File: src/design/tss_pkg.sv
// Package for the 2-SAT solver: opcodes, FSM states, command/status structs.
// No dependencies.
`timescale 1ns / 1ps
package tss_pkg;
	localparam int LitCount = 64;
	localparam int MaxVars = 32;

	typedef enum logic [1:0] {
		OP_ADD = 2'd0,
		OP_SOLVE = 2'd1,
		OP_CLEAR = 2'd2,
		OP_NONE = 2'd3
	} opcode_t;

	typedef enum logic [3:0] {
		ST_IDLE,
		ST_CLEAR,
		ST_VAR,
		ST_PROP,
		ST_WALK,
		ST_POP,
		ST_UNDO,
		ST_RESULT
	} state_t;

	typedef struct packed {
		logic clear_step;
		logic add_edge;
		logic var_init;
		logic var_next;
		logic prop_start;
		logic walk_step;
		logic pop_load;
		logic undo_step;
		logic try_neg;
		logic set_result;
		logic result_val;
	} cmd_t;

	typedef struct packed {
		logic clear_done;
		logic vars_done;
		logic var_marked;
		logic prop_conflict;
		logic prop_skip;
		logic walk_conflict;
		logic walk_done;
		logic walk_pop;
		logic undo_done;
		logic on_neg;
	} status_t;
endpackage

File: src/design/tss_ctrl.sv
// Controller FSM sequencing clear, add and solve.
// Depends on tss_pkg.
`timescale 1ns / 1ps
module tss_ctrl (
	input logic clk,
	input logic arst_n,
	input logic in_valid,
	input logic [1:0] opcode,
	output logic in_ready,
	output logic out_valid,
	input logic out_ready,
	input tss_pkg::status_t status,
	output tss_pkg::cmd_t cmd
);
	tss_pkg::state_t state_q, state_d;
	logic acc;

	assign acc = in_valid & in_ready;

	always_comb begin
		state_d = state_q;
		case (state_q)
			tss_pkg::ST_IDLE: begin
				if (acc && opcode == tss_pkg::OP_CLEAR) state_d = tss_pkg::ST_CLEAR;
				else if (acc && opcode == tss_pkg::OP_SOLVE) state_d = tss_pkg::ST_VAR;
			end
			tss_pkg::ST_CLEAR: if (status.clear_done) state_d = tss_pkg::ST_IDLE;
			tss_pkg::ST_VAR: begin
				if (status.vars_done) state_d = tss_pkg::ST_RESULT;
				else if (!status.var_marked) state_d = tss_pkg::ST_PROP;
			end
			tss_pkg::ST_PROP: begin
				if (status.prop_conflict)
					state_d = status.on_neg ? tss_pkg::ST_RESULT : tss_pkg::ST_UNDO;
				else if (status.prop_skip) state_d = tss_pkg::ST_VAR;
				else state_d = tss_pkg::ST_WALK;
			end
			tss_pkg::ST_WALK: begin
				if (status.walk_conflict)
					state_d = status.on_neg ? tss_pkg::ST_RESULT : tss_pkg::ST_UNDO;
				else if (status.walk_done) state_d = tss_pkg::ST_VAR;
				else if (status.walk_pop) state_d = tss_pkg::ST_POP;
			end
			tss_pkg::ST_POP: state_d = tss_pkg::ST_WALK;
			tss_pkg::ST_UNDO: if (status.undo_done) state_d = tss_pkg::ST_PROP;
			tss_pkg::ST_RESULT: if (out_ready) state_d = tss_pkg::ST_IDLE;
			default: state_d = tss_pkg::ST_IDLE;
		endcase
	end

	always_comb begin
		cmd = '0;
		in_ready = (state_q == tss_pkg::ST_IDLE);
		out_valid = 1'b0;
		case (state_q)
			tss_pkg::ST_IDLE: begin
				cmd.add_edge = acc && opcode == tss_pkg::OP_ADD;
				cmd.clear_step = acc && opcode == tss_pkg::OP_CLEAR;
				cmd.var_init = acc && opcode == tss_pkg::OP_SOLVE;
			end
			tss_pkg::ST_CLEAR: cmd.clear_step = 1'b1;
			tss_pkg::ST_VAR: begin
				if (status.vars_done) begin
					cmd.set_result = 1'b1;
					cmd.result_val = 1'b1;
				end else if (status.var_marked) cmd.var_next = 1'b1;
			end
			tss_pkg::ST_PROP: begin
				if (status.prop_conflict) begin
					cmd.set_result = status.on_neg;
					cmd.try_neg = 1'b1;
				end else if (status.prop_skip) cmd.var_next = 1'b1;
				else cmd.prop_start = 1'b1;
			end
			tss_pkg::ST_WALK: begin
				cmd.walk_step = 1'b1;
				if (status.walk_conflict) begin
					cmd.set_result = status.on_neg;
					cmd.try_neg = 1'b1;
				end else if (status.walk_done) cmd.var_next = 1'b1;
			end
			tss_pkg::ST_POP: cmd.pop_load = 1'b1;
			tss_pkg::ST_UNDO: cmd.undo_step = 1'b1;
			tss_pkg::ST_RESULT: out_valid = 1'b1;
			default: ;
		endcase
	end

	always_ff @(posedge clk or negedge arst_n) begin
		if (!arst_n) state_q <= tss_pkg::ST_CLEAR;
		else state_q <= state_d;
	end
endmodule

File: config.mk
export PLATFORM = sky130hd
export DESIGN_NAME = tss_ctrl
export DESIGN_NICKNAME = d
export VERILOG_FILES = /design/src/design/tss_pkg.sv /design/src/design/tss_ctrl.sv
export SDC_FILE = /design/constraint.sdc
export NUM_CORES = 1
export LEC_CHECK = 0
export ABC_AREA = 1
export BUFFER_PORTS_ARGS = -buffer_cell sky130_fd_sc_hd__buf_2
export CAP_MARGIN = 20
export CORE_AREA = 2 2 39 41
export CTS_CLUSTER_SIZE = 8
export DETAILED_ROUTE_END_ITERATION = 10
export DIE_AREA = 0 0 41 43
export GPL_ROUTABILITY_DRIVEN = 0
export PLACE_DENSITY = 0.78
export SKIP_CTS_REPAIR_TIMING = 1
export SYNTH_ARGS = -nofsm -noshare
export SYNTH_HDL_FRONTEND = slang
export SYNTH_SLANG_ARGS = --single-unit
export TNS_END_PERCENT = 50
File: constraint.sdc
create_clock -name clk -period 1.7 [get_ports clk]
set_clock_uncertainty 0.1 [all_clocks]
set_input_delay 0.085 -clock clk [delete_from_list [all_inputs] [get_ports clk]]
set_output_delay 0.085 -clock clk [all_outputs]
set_load 0.01 [all_outputs]
==> qor.csv, run 1 <==
metric,value,unit
VDD IR max,0.6209,mV
vias in the first global route,591,
Biggest register,state_q,
Netlist cell types,18,
Antenna Nets Post-Route,0,
Root Buffer,clkbuf_4,
register bit total from synthesis,3,
drt first-iter violations,15,
Starting Density,0.3635,
largest net degree at the start of global routing,10,
Setup crit end kind,output pin,
worst-skew pair later-pin latency,0.23,ns
Fmax,625.6,MHz
max_slew headroom,0.8437,
arrival time worst endpoint,1.41,ns
DRT Pass-1 Iters,4,
average size of a mapped cell,5.081,sq um
YS warnings,0,
top flop regs,state_q (3),
critical path launch point,state_q[0]$_DFFE_PN1P_,
die height,43,um
worst slew pin tran,0.2344,ns
top area cells in the synthesized netlist,"nand2_1, inv_1, nor2_1, dfrtp_1, nand3_1",
initial antenna violation count,0,
Setup Viol. Count Final,0,
RSZ-0062 raised after global routing,false,
via/cell ratio,4.608,
row count,14,
total of max-cap violations,0,
top-area cell type share of the netlist area,0.1940,
Num Clock Sinks,3,
TritonCTS clock tree,built,
register area share after synthesis,0.1517,
Tot GR Track Use,0.1611,
Num CTS Buffers,3,
Crit path max-delay family,flip-flops,
post-route clock period utilization,0.9402,
Max clock buf depth,2,
PnR Total Power,0.0009763,W
Via Count,682,
I/O Buffers,28,
"Slew Viols, Final",0,
I/O Pins,29,
RR Startpoint,state_q[0]$_DFFE_PN1P_,
status,completed,
Hold WC Path Type,in -> async,
Die ar.,1763,sq um
share of cells above drive strength 1,0.3636,
pwr dens,1376,nW/um^2
Final Hold Violating Endpoints,0,
n_diodes,0,
synth-to-layout area growth,41.04,%
GR Overflow Total,0,
post-synth top area cell,nand2_1,
Leak,0.4773,nW
class of the most critical setup path,reg -> out,
post-synth net total,115,
first-pass GRT wire length,2.070,mm
"Max FO, Critical Path",7,
Period minus WS final,1.598,ns
"Critical Path, Cell by Cell","nand3_1, o22ai_2, nand2_1, nand2_1, buf_2",
worst setup margin,0.1016,ns
max FFs per register,3,
cells after synthesis,99,
Critical-path top delay cell,dfstp_2,
H-Tree Depth,1,
CP most frequent cell,nand2_1,
layout net count,149,
final setup TNS,0,ns
CP startpoint kind,flip-flop,
largest stage delay on the critical path,0.59,ns
dpl hpwl,1.098,mm
DRC violations left,0,
Die Wd,41,um
core area,1384,sq um
"Reg clk slew, reported paths",0.03,ns
Buf/Inv on CP,1,
Critical Path RT,1.51,ns
Synth Cell Area,503.0,sq um
Total Wirelength,1.298,mm
dpl ws,0.2548,ns
post-DR wirelength/cell,8.770,um
[worst paths after layout]
path / slack, ns / depth (start not counted) / end
max: 0.10 / 5 / cmd[1]
min: 0.07 / 2 / state_q[1]$_DFFE_PN0P_
max in group asynchronous: 1.23 / 2 / state_q[0]$_DFFE_PN1P_
min in group clk: 0.21 / 5 / state_q[2]$_DFFE_PN0P_
min reg2reg: 0.42 / 2 / state_q[0]$_DFFE_PN1P_
max reg2reg: 0.26 / 7 / state_q[2]$_DFFE_PN0P_
[area by class of cell]
class                           count  area (sq um)
Fill cell                         157         674.4
Multi-Input combinational cell     74         350.3
Timing Repair Buffer               29         150.1
Inverter                           22         85.08
Sequential cell                     3         77.57
Clock buffer                        4         26.28
Tap cell                           16         20.02
[Yosys cell counts]
master / count
nand2_1: 26
inv_1: 18
nor2_1: 16
nand3_1: 9
nor2_2: 5
nand2_2: 4
a21oi_1: 3
inv_2: 3
o21ai_0: 3
dfrtp_1: 2
nand3_2: 2
nor3_1: 2
clkinv_1: 1
dfstp_2: 1
nand3b_1: 1
nand4_1: 1
o21ai_1: 1
o22ai_1: 1
[cell families (layout without fill, tap and decap cells)]
| group | count (synthesis) | in the layout | share of synthesized area |
|---|---|---|---|
| and+or+nand+nor | 66 | 66 | 0.6020 |
| buffers and inverters | 22 | 55 | 0.1642 |
| DFF | 3 | 3 | 0.1518 |
| AOI/OAI and AO/OA | 8 | 8 | 0.08207 |
[per-stage QoR]
step	area (sq um)	hold slack [ns]	instances	util
global placement	663.1	-0.2190	143	0.4792
global route	709.4	0.07867	148	0.5127
floorplan	503.0	-0.3106	99	-
finish	709.4	0.07473	148	0.5127
detailed placement	663.1	-0.2177	143	0.4792
CTS	689.4	-0.4601	147	0.4982
[placed cells by master, fill, tap and decap left out, types with 3 or more instances in the layout]
master	synthesis	final
a21oi_1	3	3
buf_2	0	28
clkbuf_4	0	3
inv_1	18	18
nand2_1	26	26
nand2_2	4	4
nand3_1	9	9
nor2_1	16	16
nor2_2	5	5
o21ai_0	3	3
[report_power, final]
part	leakage [nW]	internal [W]	switching, W	total (W)
sequential	0.0338	0.000120	0.0000708	0.000191
clock	0.0150	0.0000878	0.0000352	0.000123
combinational	0.428	0.000246	0.000416	0.000662
total	0.477	0.000454	0.000522	0.000976
[routing by layer]
metal,part of all wire,wire length [um],track usage
met5,0,0,0
met4,0.0069,9,0.04000
met3,0.059,77,0.01571
met2,0.49,635,0.2781
met1,0.44,574,0.2013
Note: power is estimated with default switching activity, not from simulation.
==> run 2: changes to the inputs <==
--- a/config.mk
+++ b/config.mk
@@ -14,6 +14,7 @@
 export DIE_AREA = 0 0 41 43
 export GPL_ROUTABILITY_DRIVEN = 0
 export PLACE_DENSITY = 0.78
+export SETUP_SLACK_MARGIN = 0.2
 export SKIP_CTS_REPAIR_TIMING = 1
 export SYNTH_ARGS = -nofsm -noshare
 export SYNTH_HDL_FRONTEND = slang
==> run 2 against run 1 <==
Net effect:
- register-to-register slack worse by 0.04 ns
- final cell count stayed put
- cell area is 4.2% higher
- combinational power is 8.0% higher
==> qor.csv, run 2 (synthesis gave the netlist of run 1 again) <==
metric,value,unit,change
H-Tree Depth,1,,unchanged
"leading cell types in the layout, fill and taps excluded","buf_2, nand2_1, inv_1, nor2_1, nand3_1",,
Num Clock Sinks,3,,unchanged
drt first-iter violations,16,,+1
DP Cell Count,143,,unchanged
Biggest register,state_q,,
DRC violations left,0,,unchanged
layout net count,149,,unchanged
PnR Total Power,0.001044,W,+7.0%
"Max FO, Critical Path",6,,-1
Top Usage Layer GRT,met2,,
Starting Density,0.3635,,unchanged
final setup TNS,0,ns,unchanged
met3 usage,0.01571,,unchanged
first-pass GRT wire length,2.070,mm,unchanged
VDD IR max,0.5467,mV,-12%
RSZ-0062 raised after global routing,true,,
pwr dens,1412,nW/um^2,+2.6%
max_slew headroom,0.8622,,+0.01842
I/O Pins,29,,unchanged
status,completed,,
total of max-cap violations,0,,unchanged
Total Wirelength,1.366,mm,+5.2%
TritonCTS clock tree,built,,
synth-to-layout area growth,47.02,%,
Max clock buf depth,2,,unchanged
core area,1384,sq um,unchanged
share of cells above drive strength 1,0.3939,,+0.03030
Root Buffer,clkbuf_4,,
Tot GR Track Use,0.1611,,unchanged
class of the most critical setup path,reg -> out,,
largest net degree at the start of global routing,10,,unchanged
Antenna Nets Post-Route,0,,unchanged
Leak,0.4800,nW,+0.57%
Via Count,697,,+2.2%
row count,14,,unchanged
worst-skew pair later-pin latency,0.23,ns,about the same
Setup crit end kind,output pin,,
Die Wd,41,um,unchanged
post-route clock period utilization,0.9328,,-0.007408
DRT Pass-1 Iters,4,,unchanged
met2 GRT Util,0.2781,,unchanged
I/O Buffers,28,,unchanged
"Slew Viols, Final",0,,unchanged
post-DR wirelength/cell,9.230,um,+5.2%
Final Hold Violating Endpoints,0,,unchanged
"Reg clk slew, reported paths",0.04,ns,about the same
arrival time worst endpoint,1.40,ns,about the same
via/cell ratio,4.709,,+2.2%
Hold WC Path Type,in -> async,,
"commonest non-fill, non-tap cell in the layout",buf_2,,
Critical Path RT,1.51,ns,about the same
max FFs per register,3,,unchanged
dpl hpwl,1.098,mm,unchanged
Setup Viol. Count Final,0,,unchanged
die height,43,um,unchanged
met1 Track Usage GR,0.2013,,unchanged
GR Overflow Total,0,,unchanged
Die ar.,1763,sq um,unchanged
Period minus WS final,1.586,ns,-0.01259 ns
fin cells,148,,unchanged
Util after Layout,0.5344,,+0.02170
CP startpoint kind,flip-flop,,
vias in the first global route,591,,unchanged
flop-to-flop setup slack,0.22,ns,-0.04 ns
Num CTS Buffers,3,,unchanged
n_diodes,0,,unchanged
top flop regs,state_q (3),,
initial antenna violation count,0,,unchanged
worst slew pin tran,0.2046,ns,-0.02979 ns
Fmax,630.6,MHz,+0.79%
==> run 2: cell counts in the layout (fill, tap and decap cells not counted) <==
No cell type changed its count.
==> run 2: path summary, 6_finish.rpt <==
check | from | to | cells past startpoint
max reg2reg | state_q[0]$_DFFE_PN1P_ | state_q[2]$_DFFE_PN0P_ | 8
min in group clk | status[8] | state_q[2]$_DFFE_PN0P_ | 5
max in group asynchronous | arst_n | state_q[0]$_DFFE_PN1P_ | 2
min | arst_n | state_q[1]$_DFFE_PN0P_ | 2
max | state_q[1]$_DFFE_PN0P_ | cmd[10] | 4
min reg2reg | state_q[0]$_DFFE_PN1P_ | state_q[0]$_DFFE_PN1P_ | 2
==> run 2: cell type report <==
cell class | instances | area, sq um
repair buffers | 29 | 156.4
clock buffers | 4 | 26.28
well taps | 16 | 20.02
flip-flops and latches | 3 | 78.83
inverters | 22 | 85.08
multi-input cells | 74 | 372.9
fillers | 148 | 644.4
==> run 2: power by group <==
group / internal [W] / switching [W] / total [W]
Combinational: 0.000266 / 0.000449 / 0.000715
Sequential: 0.000123 / 0.0000803 / 0.000204
Clock: 0.0000880 / 0.0000379 / 0.000126
Total: 0.000477 / 0.000567 / 0.00104
==> run 2: worst max-delay path: stages, from the launching register on <==
cell     delay, ns
dfrtp_2       0.45
nor2_2        0.20
nand3_1       0.15
o21ai_0       0.20
buf_2         0.16
==> run 2: per-layer routing <==
layer | vias up | share of wire | wire (um)
met4 | 0 | 0.0073 | 10
met2 | 27 | 0.50 | 681
met3 | 2 | 0.061 | 84
met5 | - | 0 | 0
met1 | 298 | 0.43 | 589
li1 | 370 | - | -
==> run 2: metrics by stage <==
stage          worst slack (ns)  cell area, sq um  hold WS [ns]
2_1_floorplan            0.3363             503.0       -0.3106
3_3_place_gp             0.2765             663.1       -0.2190
3_5_place_dp             0.2548             663.1       -0.2177
4_1_cts                 0.04549             689.4       -0.4601
5_1_grt                 0.03308             739.5       0.07874
6_report                 0.1142             739.5       0.06968
==> run 3: changes to the inputs <==
--- a/config.mk
+++ b/config.mk
@@ -5,15 +5,15 @@
 export SDC_FILE = /design/constraint.sdc
 export NUM_CORES = 1
 export LEC_CHECK = 0
-export ABC_AREA = 1
 export BUFFER_PORTS_ARGS = -buffer_cell sky130_fd_sc_hd__buf_2
 export CAP_MARGIN = 20
-export CORE_AREA = 2 2 39 41
+export CORE_AREA = 3 3 40 42
 export CTS_CLUSTER_SIZE = 8
 export DETAILED_ROUTE_END_ITERATION = 10
-export DIE_AREA = 0 0 41 43
+export DIE_AREA = 0 0 43 45
 export GPL_ROUTABILITY_DRIVEN = 0
-export PLACE_DENSITY = 0.78
+export HOLD_SLACK_MARGIN = 0.06
+export PLACE_DENSITY = 0.76
 export SETUP_SLACK_MARGIN = 0.2
 export SKIP_CTS_REPAIR_TIMING = 1
 export SYNTH_ARGS = -nofsm -noshare
==> run 3 against run 2 <==
Net effect:
- power rose by 25%
- non-clock buffer count rose by 10
- die area rose by 9.8%
- synthesized area fell by 4.7%
- wire length rose by 11%
- final cell count fell by 22%
- via count fell by 11%
- global-route usage fell by 1.4 points
- core utilization rose by 7.5 points
- sequential share of layout area fell by 0.60 points
- fmax fell by 4.1%
- register-to-register slack got worse by 0.11 ns
- critical path type unchanged
==> qor.csv, run 3 <==
metric,value,unit,change
top-area cell type share of the netlist area,0.1044,,-0.08959
Setup Viol. Count Final,0,,unchanged
"Max FO, Critical Path",7,,+1
total of max-cap violations,0,,unchanged
"commonest non-fill, non-tap cell in the layout",buf_2,,
Num CTS Buffers,3,,unchanged
xor and xnor area share after synthesis,0.01828,,+0.01828
Max clock buf depth,2,,unchanged
Min Hold Slack,0.07409,ns,+0.004405 ns
placed standard-cell area,634.4,sq um,-4.3%
post-synthesis compound-gate area fraction,0.3107,,+0.2286
Tot GR Track Use,0.1468,,-0.01434
"Reg clk slew, reported paths",0.04,ns,about the same
"FFs w/ async S/R, synth",1.000,,unchanged
status,completed,,
Via Count,618,,-11%
pwr dens,1667,nW/um^2,+18%
Critical Path RT,1.51,ns,about the same
Die ar.,1935,sq um,+9.8%
Most used DFF post-synth,dfrtp_1,,
CP startpoint kind,flip-flop,,
top area cells in the synthesized netlist,"dfrtp_1, a21oi_1, dfstp_2, nor2b_1, and2_1",,
Root Buffer,clkbuf_4,,
Hold WC Path Type,in -> async,,
register bit total from synthesis,3,,unchanged
Post-synth EDFFs,0,,unchanged
TritonCTS clock tree,built,,
"leading cell types in the layout, fill and taps excluded","buf_2, buf_4, a21oi_1, nor2b_1, nor2_1",,
synth-to-layout area growth,63.45,%,
post-DR wirelength/cell,13.20,um,+43%
critical path launch point,state_q[0]$_DFFE_PN1P_,,
Setup crit end kind,output pin,,
RR Startpoint,state_q[2]$_DFFE_PN0P_,,
Antenna Nets Post-Route,0,,unchanged
worst setup margin,0.04646,ns,-0.06773 ns
VDD IR max,0.8097,mV,+48%
DP Cell Count,103,,-28%
post-synth top area cell,dfrtp_1,,
top flop regs,state_q (3),,
Die Wd,43,um,+4.9%
Synth Cell Area,479.2,sq um,-4.7%
worst-skew pair later-pin latency,0.24,ns,about the same
simple-gate share of the synthesized area,0.4413,,-0.1607
average size of a mapped cell,7.856,sq um,+55%
Netlist cell types,36,,+18
row count,13,,-1
post-route clock period utilization,0.9727,,+0.03984
Biggest register,state_q,,
fin area,783.3,sq um,+5.9%
GR Overflow Total,0,,unchanged
arrival time worst endpoint,1.47,ns,+0.07 ns
Num Clock Sinks,3,,unchanged
n_diodes,0,,unchanged
Adder-Cell Fraction of Synth Area,0,,unchanged
Starting Density,0.3729,,+0.009460
DRT Pass-1 Iters,3,,-1
die height,45,um,+4.7%
largest family of logic cells by synthesized area,simple AND/OR/NAND/NOR gates,,
vias in the first global route,480,,-19%
Critical-path top delay cell,dfstp_2,,
share of cells above drive strength 1,0.5400,,+0.1461
worst slew pin tran,0.2776,ns,+0.07304 ns
initial antenna violation count,0,,unchanged
DRC violations left,0,,unchanged
RSZ-0062 raised after global routing,true,,
largest stage delay on the critical path,0.63,ns,+0.18 ns
H-Tree Depth,1,,unchanged
first-pass GRT wire length,2.070,mm,unchanged
post-synthesis mux area share,0,,unchanged
class of the most critical setup path,reg -> out,,
drt first-iter violations,2,,-14
largest net degree at the start of global routing,19,,+9
"top cells by count, synth","a21oi_1, nor2_1, nor2b_1, and2_1, nand2_1",,
layout net count,117,,-21%
I/O Buffers,28,,unchanged
fin cells,115,,-22%
Total Wirelength,1.518,mm,+11%
I/O Pins,29,,unchanged
post-synth net total,77,,-33%
PnR Total Power,0.001306,W,+25%
YS warnings,0,,unchanged
"Slew Viols, Final",0,,unchanged
max FFs per register,3,,unchanged
register area share after synthesis,0.1593,,+0.007528
Period minus WS final,1.654,ns,+0.06773 ns
dpl ws,0.08460,ns,-0.1702 ns
Final Hold Violating Endpoints,0,,unchanged
core area,1285,sq um,-7.1%
Fmax,604.8,MHz,-4.1%
"Critical Path, Cell by Cell","nor3b_4, a32o_2, a21o_1, buf_2",,
cells after synthesis,61,,-38%
max_slew headroom,0.8130,,-0.04921
dpl hpwl,1.012,mm,-7.9%
via/cell ratio,5.374,,+14%
Leak,0.3994,nW,-17%
most common cell in the netlist,a21oi_1,,
-- run 3: cell types whose count changed after synthesis, sizes merged, moves of 5 or more --
| cell | change |
|---|---|
| nand3 | -11 |
| nor2b | +5 |
| inv | -19 |
| nand2 | -27 |
| nor2 | -17 |
-- run 3: area by class of cell --
cell class	instances	area, sq um
fill	113	501.7
multi-input combinational	52	415.4
timing repair buffer	39	236.5
sequential	3	78.83
clock buffer	4	26.28
tap	15	18.77
inverter	2	7.507
-- run 3: where the power goes --
group          total (W)  switching (W)  internal [W]
clock network   0.000133      0.0000449     0.0000885
registers       0.000249       0.000123      0.000126
logic           0.000923       0.000409      0.000514
total            0.00131       0.000577      0.000728
-- run 3: final timing paths --
path,cells after the start,endpoint,slack (ns)
setup / recovery,4,cmd[1],0.05
hold / removal,2,state_q[2]$_DFFE_PN0P_,0.07
setup reg to reg,5,state_q[0]$_DFFE_PN1P_,0.11
hold reg to reg,3,state_q[1]$_DFFE_PN0P_,0.71
max in group asynchronous,2,state_q[0]$_DFFE_PN1P_,1.24
min in group clk,3,state_q[0]$_DFFE_PN1P_,0.16
-- run 3: through the flow --
stage          TNS (ns)    util
2_1_floorplan         0       -
3_3_place_gp          0  0.4937
3_5_place_dp          0  0.4937
4_1_cts         -0.1696  0.5141
5_1_grt               0  0.6095
6_report              0  0.6095
-- run 3: worst max-delay path: cells and delay by family, from the launching register on --
kind	cells	cell delay (ns)
simple gates	1	0.07
buf+inv	1	0.13
flops	1	0.63
compound gates	2	0.38
-- run 3: cells by family (layout without fill, tap and decap cells) --
| family | Yosys count | in the layout |
|---|---|---|
| XOR/XNOR | 1 | 1 |
| AND/OR/NAND/NOR | 30 | 30 |
| AO/OA/AOI/OAI | 21 | 21 |
| buffers and inverters | 6 | 45 |
| flip-flops | 3 | 3 |
-- run 3: layer usage --
layer  vias up  routed length [um]  GRT usage
met2        20                 786     0.2305
met1       285                 586     0.1816
met3         7                  92    0.02390
met4         0                  51     0.1084
li1        306                   -          -
met5         -                   0          0
